[config.mk]
export PLATFORM = sky130hd
export DESIGN_NAME = atbg_xform
export DESIGN_NICKNAME = d
export VERILOG_FILES = /design/src/hdl/atbg_pkg.sv /design/src/hdl/atbg_xform.sv
export SDC_FILE = /design/constraint.sdc
export NUM_CORES = 2
export LEC_CHECK = 0
export ABC_AREA = 1
export BUFFER_PORTS_ARGS = -buffer_cell sky130_fd_sc_hd__buf_2
export CORE_UTILIZATION = 30
export DETAILED_ROUTE_END_ITERATION = 6
export GPL_TIMING_DRIVEN = 0
export PLACE_DENSITY_LB_ADDON = 0.3
export SLEW_MARGIN = 40
export SYNTH_ARGS = -nofsm -noshare
export SYNTH_HDL_FRONTEND = slang
export SYNTH_SLANG_ARGS = --single-unit
[constraint.sdc]
create_clock -name clock -period 8.55 [get_ports clock]
set_clock_uncertainty 0.1 [all_clocks]
set_input_delay 0.855 -clock clock [delete_from_list [all_inputs] [get_ports clock]]
set_output_delay 0.855 -clock clock [all_outputs]
set_load 0.01 [all_outputs]
[src/hdl/atbg_pkg.sv]
// shared types and constants for the affine tiled background pixel block
// used by atbg_xform and the top module; depends on nothing
`default_nettype none

package atbg_pkg;

   // video memory size and the address width that follows from it
   localparam int VIDEO_BYTES = 65536;
   localparam int VA_W        = $clog2(VIDEO_BYTES);

   localparam int PALETTE_ENTRIES = 256;
   localparam int PAL_AW          = $clog2(PALETTE_ENTRIES);

   // field widths of the items and registers
   localparam int CMD_W     = 2;
   localparam int ADDR_W    = 16;
   localparam int DATA_W    = 15;
   localparam int PIXEL_W   = 8;
   localparam int COLOR_W   = 15;
   localparam int CHAN_W    = 8;
   localparam int BYTE_W    = 8;
   localparam int STEP_W    = 16;
   localparam int ORIGIN_W  = 28;
   localparam int LAYER_W   = 16;
   localparam int CSR_W     = 28;
   localparam int CSR_IDX_W = 3;

   // affine datapath widths
   localparam int FRAC_BITS = 8;
   localparam int PROD_W    = 24;               // 8-bit unsigned times signed 16
   localparam int ACC_W     = ORIGIN_W + 1;     // origin plus two products
   localparam int SX_W      = ACC_W - FRAC_BITS;
   localparam int UX_W      = 10;               // largest background is 1024 pixels
   localparam int SUM_W     = 18;               // wide enough for any address sum

   // tile geometry
   localparam int TILE_PX_SHIFT        = 3;     // 8 pixels per tile side
   localparam int MIN_SIZE_TILES_SHIFT = 4;     // 16 tiles per side at size code 0
   localparam int MIN_SIZE_PX_SHIFT    = MIN_SIZE_TILES_SHIFT + TILE_PX_SHIFT;
   localparam int MAP_BLOCK_SHIFT      = 11;
   localparam int CHAR_BLOCK_SHIFT     = 14;

   // layer control fields
   localparam int LC_CHAR_LO = 2;
   localparam int LC_CHAR_HI = 3;
   localparam int LC_MAP_LO  = 8;
   localparam int LC_MAP_HI  = 12;
   localparam int LC_WRAP    = 13;
   localparam int LC_SIZE_LO = 14;
   localparam int LC_SIZE_HI = 15;

   localparam logic [STEP_W-1:0] STEP_UNITY = 16'h0100;

   typedef enum logic [CMD_W-1:0] {
      CMD_VIDEO_WRITE   = 2'd0,
      CMD_PALETTE_WRITE = 2'd1,
      CMD_RENDER        = 2'd2
   } cmd_type;

   typedef enum logic [CSR_IDX_W-1:0] {
      CSR_STEP_X_PIXEL  = 3'd0,
      CSR_STEP_X_LINE   = 3'd1,
      CSR_STEP_Y_PIXEL  = 3'd2,
      CSR_STEP_Y_LINE   = 3'd3,
      CSR_ORIGIN_X      = 3'd4,
      CSR_ORIGIN_Y      = 3'd5,
      CSR_LAYER_CONTROL = 3'd6
   } csr_index_type;

   typedef struct packed {
      logic [CMD_W-1:0]   command;
      logic [ADDR_W-1:0]  address;
      logic [DATA_W-1:0]  data;
      logic [PIXEL_W-1:0] pixel_x;
      logic [PIXEL_W-1:0] pixel_line;
   } req_item_type;

   typedef struct packed {
      logic              opaque;
      logic [CHAN_W-1:0] red;
      logic [CHAN_W-1:0] green;
      logic [CHAN_W-1:0] blue;
   } rsp_item_type;

   typedef struct packed {
      logic [STEP_W-1:0]   step_x_per_pixel;
      logic [STEP_W-1:0]   step_x_per_line;
      logic [STEP_W-1:0]   step_y_per_pixel;
      logic [STEP_W-1:0]   step_y_per_line;
      logic [ORIGIN_W-1:0] origin_x;
      logic [ORIGIN_W-1:0] origin_y;
      logic [LAYER_W-1:0]  layer_control;
   } cfg_type;

   // item leaving the transform, with its tilemap address ready for the read
   typedef struct packed {
      logic                     valid;
      logic [CMD_W-1:0]         command;
      logic [ADDR_W-1:0]        address;
      logic [DATA_W-1:0]        data;
      logic [VA_W-1:0]          tile_addr;
      logic [TILE_PX_SHIFT-1:0] fine_y;
      logic [TILE_PX_SHIFT-1:0] fine_x;
      logic                     outside;
   } xf_item_type;

endpackage

`default_nettype wire

[src/hdl/atbg_xform.sv]
// affine transform stages: products, sums, then wrap or clip and tilemap address
// depends on atbg_pkg
`default_nettype none

module atbg_xform (
   input  wire logic                   clock,
   input  wire logic                   reset,
   input  wire logic                   accept,
   input  wire atbg_pkg::req_item_type req_item,
   input  wire atbg_pkg::cfg_type      cfg,
   output atbg_pkg::xf_item_type       xf_item
);

   typedef struct packed {
      logic                           valid;
      logic [atbg_pkg::CMD_W-1:0]     command;
      logic [atbg_pkg::ADDR_W-1:0]    address;
      logic [atbg_pkg::DATA_W-1:0]    data;
      logic [atbg_pkg::PROD_W-1:0]    x_line_prod;
      logic [atbg_pkg::PROD_W-1:0]    x_pixel_prod;
      logic [atbg_pkg::PROD_W-1:0]    y_line_prod;
      logic [atbg_pkg::PROD_W-1:0]    y_pixel_prod;
   } prod_stage_type;

   typedef struct packed {
      logic                           valid;
      logic [atbg_pkg::CMD_W-1:0]     command;
      logic [atbg_pkg::ADDR_W-1:0]    address;
      logic [atbg_pkg::DATA_W-1:0]    data;
      logic [atbg_pkg::ACC_W-1:0]     ax;
      logic [atbg_pkg::ACC_W-1:0]     ay;
   } sum_stage_type;

   prod_stage_type prod_ff, prod_in;
   sum_stage_type  sum_ff, sum_in;

   logic signed [atbg_pkg::PROD_W:0] x_line_full, x_pixel_full, y_line_full, y_pixel_full;

   logic [atbg_pkg::SX_W-1:0]  sx, sy, size_px, size_mask;
   logic [1:0]                 size_code;
   logic [atbg_pkg::UX_W-1:0]  ux, uy;
   logic                       inside_x, inside_y, wrap;
   logic [atbg_pkg::SUM_W-1:0] map_base, row_off, map_sum;

   // stage one: the four products
   always_comb begin
      x_line_full  = $signed({1'b0, req_item.pixel_line}) * $signed(cfg.step_x_per_line);
      x_pixel_full = $signed({1'b0, req_item.pixel_x}) * $signed(cfg.step_x_per_pixel);
      y_line_full  = $signed({1'b0, req_item.pixel_line}) * $signed(cfg.step_y_per_line);
      y_pixel_full = $signed({1'b0, req_item.pixel_x}) * $signed(cfg.step_y_per_pixel);

      prod_in.valid        = accept;
      prod_in.command      = req_item.command;
      prod_in.address      = req_item.address;
      prod_in.data         = req_item.data;
      prod_in.x_line_prod  = x_line_full[atbg_pkg::PROD_W-1:0];
      prod_in.x_pixel_prod = x_pixel_full[atbg_pkg::PROD_W-1:0];
      prod_in.y_line_prod  = y_line_full[atbg_pkg::PROD_W-1:0];
      prod_in.y_pixel_prod = y_pixel_full[atbg_pkg::PROD_W-1:0];
   end

   // stage two: reference point plus both products, sign extended
   always_comb begin
      sum_in.valid   = prod_ff.valid;
      sum_in.command = prod_ff.command;
      sum_in.address = prod_ff.address;
      sum_in.data    = prod_ff.data;
      sum_in.ax =
         {{(atbg_pkg::ACC_W-atbg_pkg::ORIGIN_W){cfg.origin_x[atbg_pkg::ORIGIN_W-1]}},
          cfg.origin_x}
         + {{(atbg_pkg::ACC_W-atbg_pkg::PROD_W){prod_ff.x_line_prod[atbg_pkg::PROD_W-1]}},
            prod_ff.x_line_prod}
         + {{(atbg_pkg::ACC_W-atbg_pkg::PROD_W){prod_ff.x_pixel_prod[atbg_pkg::PROD_W-1]}},
            prod_ff.x_pixel_prod};
      sum_in.ay =
         {{(atbg_pkg::ACC_W-atbg_pkg::ORIGIN_W){cfg.origin_y[atbg_pkg::ORIGIN_W-1]}},
          cfg.origin_y}
         + {{(atbg_pkg::ACC_W-atbg_pkg::PROD_W){prod_ff.y_line_prod[atbg_pkg::PROD_W-1]}},
            prod_ff.y_line_prod}
         + {{(atbg_pkg::ACC_W-atbg_pkg::PROD_W){prod_ff.y_pixel_prod[atbg_pkg::PROD_W-1]}},
            prod_ff.y_pixel_prod};
   end

   always_ff @(posedge clock) begin
      if (reset) begin
         prod_ff <= '0;
         sum_ff  <= '0;
      end else begin
         prod_ff <= prod_in;
         sum_ff  <= sum_in;
      end
   end

   // dropping the fraction of a two's complement value is a floor
   always_comb begin
      sx        = sum_ff.ax[atbg_pkg::ACC_W-1:atbg_pkg::FRAC_BITS];
      sy        = sum_ff.ay[atbg_pkg::ACC_W-1:atbg_pkg::FRAC_BITS];
      size_code = cfg.layer_control[atbg_pkg::LC_SIZE_HI:atbg_pkg::LC_SIZE_LO];
      wrap      = cfg.layer_control[atbg_pkg::LC_WRAP];
      size_px   = atbg_pkg::SX_W'(1) << (atbg_pkg::MIN_SIZE_PX_SHIFT + size_code);
      size_mask = size_px - atbg_pkg::SX_W'(1);

      ux = sx[atbg_pkg::UX_W-1:0] & size_mask[atbg_pkg::UX_W-1:0];
      uy = sy[atbg_pkg::UX_W-1:0] & size_mask[atbg_pkg::UX_W-1:0];

      inside_x = !sx[atbg_pkg::SX_W-1] && (sx < size_px);
      inside_y = !sy[atbg_pkg::SX_W-1] && (sy < size_px);

      map_base = atbg_pkg::SUM_W'(cfg.layer_control[atbg_pkg::LC_MAP_HI:atbg_pkg::LC_MAP_LO])
                 << atbg_pkg::MAP_BLOCK_SHIFT;
      row_off  = atbg_pkg::SUM_W'(uy[atbg_pkg::UX_W-1:atbg_pkg::TILE_PX_SHIFT])
                 << (atbg_pkg::MIN_SIZE_TILES_SHIFT + size_code);
      map_sum  = map_base + row_off
                 + atbg_pkg::SUM_W'(ux[atbg_pkg::UX_W-1:atbg_pkg::TILE_PX_SHIFT]);

      xf_item.valid     = sum_ff.valid;
      xf_item.command   = sum_ff.command;
      xf_item.address   = sum_ff.address;
      xf_item.data      = sum_ff.data;
      xf_item.tile_addr = map_sum[atbg_pkg::VA_W-1:0];
      xf_item.fine_y    = uy[atbg_pkg::TILE_PX_SHIFT-1:0];
      xf_item.fine_x    = ux[atbg_pkg::TILE_PX_SHIFT-1:0];
      xf_item.outside   = !wrap && !(inside_x && inside_y);
   end

endmodule

`default_nettype wire

==> summary.txt <==
CTS
  • Cts bufs inserted: 22
  • CTS Sinks: 206
  • Post-CTS resize count: 0
  • # H-tree levels: 1
  • Clock transition at path regs: 0.06 ns
  • CTS tree: yes
  • Max Root-Sink Buffers: 3
  • CTS root buffer: clkbuf_16
  • Hold Buf Count CTS: 0
  • Clk_lat worst skew: 0.53 ns
  • Post-CTS Setup Bufs: 0

Yosys
  • Synthesis Warnings: 0
  • Complex-gate fraction of the synthesized area: 7.35%
  • Most frequent cells after synthesis: 1149 x inv_1, 1055 x nand2_1, 455 x fa_1, 332 x nor2_1, 266 x ha_1
  • Synth Area per Inst: 7.14 µm²
  • Post-synth cell types: 43
  • Synth top area cells: fa_1 30%, inv_1 14%, dfxtp_1 14%, nand2_1 13%, ha_1 11%
  • Multiplexer share of the synthesized area: 0%
  • Main synth FF type: dfxtp_1
  • Number of flops mapped to enable cells by yosys: 0
  • Adder-Cell Fraction of Synth Area: 40.8%
  • Synth Area in Simple Gates: 20.3%
  • Post-synth ARST share: 0%
  • Yosys top cell area share: 29.9%
  • Top-count cell post-synth: inv_1
  • Area leader, netlist: fa_1
  • #FFs+latches synth: 206
  • Post-Synth XOR/XNOR Area: 0.919%
  • Post-Syn Area: 30500 µm²
  • Register area share after synthesis: 13.5%
  • Main combinational cell family by area after synthesis: adder cells
  • Mapped Cells: 4269

Critical path
  • Critical path's slowest cell: fa_1
  • Crit path arrival time: 6.03 ns
  • Worst Setup Start Kind: input pin
  • WP data required: 8.81 ns
  • CP Capture Type: flip-flop
  • Reg2reg start: prod_ff[23]
  • Reg2reg setup slack: 5.86 ns
  • Worst R2R Path Depth: 7
  • Crit-path cells: buf_2 > clkbuf_1 > nand2_1 > fa_1 > fa_1 > fa_1 > fa_1 > inv_1 > ha_1 > nand2_1 > nor3_1 > nand4_1 > nand3_1 > nor2_1 > nor2_1
  • Cell mode on critical path: fa_1
  • CP max stage delay: 0.73 ns
  • Buffers plus inverters on the worst setup path: 3
  • Crit-path leading delay family: adder cells
  • Critical path class: in -> reg
  • CP Max Fanout: 10
  • End of the worst register-to-register path: sum_ff[24]

Placement
  • Detailed placement HPWL: 81700 µm
  • Port-buffer cells: 170
  • Gpl congestion: 0.946

GRT
  • Gr usage total: 18.5%
  • Largest net degree at the start of global routing: 16
  • Initial antenna violation count: 13
  • First-pass GRT wire length: 146000 µm
  • Vias in the first global route: 25.8k
  • Remaining global-route overflow: 0

Run
  • Max-Cap Viols: 0

Hold path
  • Worst hold path class: reg -> reg
  • Worst Hold Depth: 2
  • HP Start: prod_ff[108]
  • Min-Delay Endpoint: xf_item[35]

Timing
  • Slew HR: 37.7%
  • Setup TNS: 0 ns
  • Unrepaired setup endpoints after global routing: no
  • Count of final hold-check violations: 0
  • Setup Viol. Count Final: 0
  • Tcrit/Tclk final: 67.4%
  • Peak Freq: 173 MHz
  • Worst-margin pin slew: 0.935 ns
  • Period minus WS final: 5.77 ns
  • Slew Viols, Final: 0

Floorplan
  • IO Pins: 245
  • Starting Density: 30.4%
  • Die area: 103000 µm²
  • CORE AREA: 100000 µm²
  • Die height: 321 µm
  • Die X: 321 µm
  • Rows: 116

Detailed routing
  • DRC: 0
  • Total number of vias: 26.2k
  • Routed length per instance: 16.2 µm
  • First-pass DRT Iterations: 6
  • Drt first-iter violations: 1596
  • Post-Route WL: 94900 µm
  • Routed Antenna Nets: 0
  • Via density: 4.48

Pwr
  • PD cells: 338 nW/µm²
  • Peak supply drop: 160 µV
  • Leak: 19.8 nW

Finish
  • Final Net Count: 5381
  • Fillcell total: 11.0k
  • Final core utilization: 33.7%
  • Layout cell share with drive strength beyond 1: 7.16%
  • Synthesis-to-finish area growth: 11.0%

Outcome
  • Status: complete, no violations
## through the flow
stage / setup slack (ns) / area (µm²) / power [W] / std cells / hold WS [ns]
floorplan: 3.76 / 30500 / 0.00770 / 4277 / 0.288
global placement: 2.31 / 33100 / 0.0104 / 5804 / 0.289
detailed placement: 2.35 / 33100 / 0.0104 / 5805 / 0.294
CTS: 2.86 / 33800 / 0.0115 / 5843 / 0.303
global route: 2.48 / 33800 / 0.0128 / 5848 / 0.308
finish: 2.78 / 33800 / 0.0114 / 5848 / 0.297
## power by group
group	switching [W]	total, W	internal (W)
combinational	0.00600	0.00898	0.00299
clock	0.000402	0.000986	0.000584
sequential	0.000193	0.00146	0.00127
total	0.00659	0.0114	0.00484
## registers in the layout, summed over array words and instances, names as in the netlist
signal,count
prod_ff,130
sum_ff,42
xf_item,34
## cell families (layout without fill, tap and decap cells)
kind of cell             count (synthesis)  in the layout
adder cells (fa/ha/maj)                721            721
flip-flops                             206            206
AND/OR/NAND/NOR                       1562           1562
buffers and inverters                 1330           1539
AO/OA/AOI/OAI                          417            417
other                                    1             14
XOR/XNOR                                32             32
## how the worst max path moves through the flow
| stage | start | end | slack, ns | cells past startpoint |
|---|---|---|---|---|
| 6_report | req_item[2] | prod_ff[95] | 2.78 | 15 |
| 5_1_grt | req_item[9] | prod_ff[23] | 2.48 | 17 |
| 4_1_cts | req_item[9] | prod_ff[23] | 2.86 | 17 |
| 3_5_place_dp | req_item[9] | prod_ff[23] | 2.35 | 17 |
| 3_3_place_gp | req_item[12] | prod_ff[23] | 2.31 | 18 |
| 2_1_floorplan | cfg[103] | prod_ff[23] | 3.76 | 19 |
## area by class of cell
type                       instances  area (µm²)  area share (%)
multi-input combinational       2741       21200            62.6
buffer                           179         885            2.61
tap                             1357        1700            5.02
antenna                            5        12.5          0.0370
clock inverter                    12         154           0.455
sequential                       206        4120            12.2
clock buffer                      26         587            1.73
timing repair buffer             171         862            2.55
inverter                        1151        4330            12.8
## placed cells by master (no fill, tap or decap), drive strengths merged, types with 5 or more instances in the layout
cell type     n
xnor2        21
nand4        33
o21bai       17
conb          9
nand2      1059
ha          266
nor2        333
inv        1152
nand3       101
buf         218
nor3         20
diode         5
o21ai       138
o21a         15
xor2         11
a21oi       229
fa          455
a31oi         7
clkinv        6
a21o          7
dfxtp       206
nor4          7
clkbuf      158
## worst register-to-register path, cell delays in order, from the launching register on
cell	delay, ns
dfxtp_1	0.58
fa_1	0.54
ha_1	0.33
nand2_1	0.15
nor4_1	0.43
nand3_1	0.20
a21oi_1	0.19
nor2_1	0.06
## metal layers
metal	share of wire, %	track usage, %	routed length [µm]	vias up
li1	-	-	-	12900
met1	45	25.1	42600	12600
met2	48	31.8	45300	707
met3	5.6	1.75	5300	85
met4	1.8	3.75	1720	0
met5	0	0	0	-
Power figures use the tool's default switching activity.
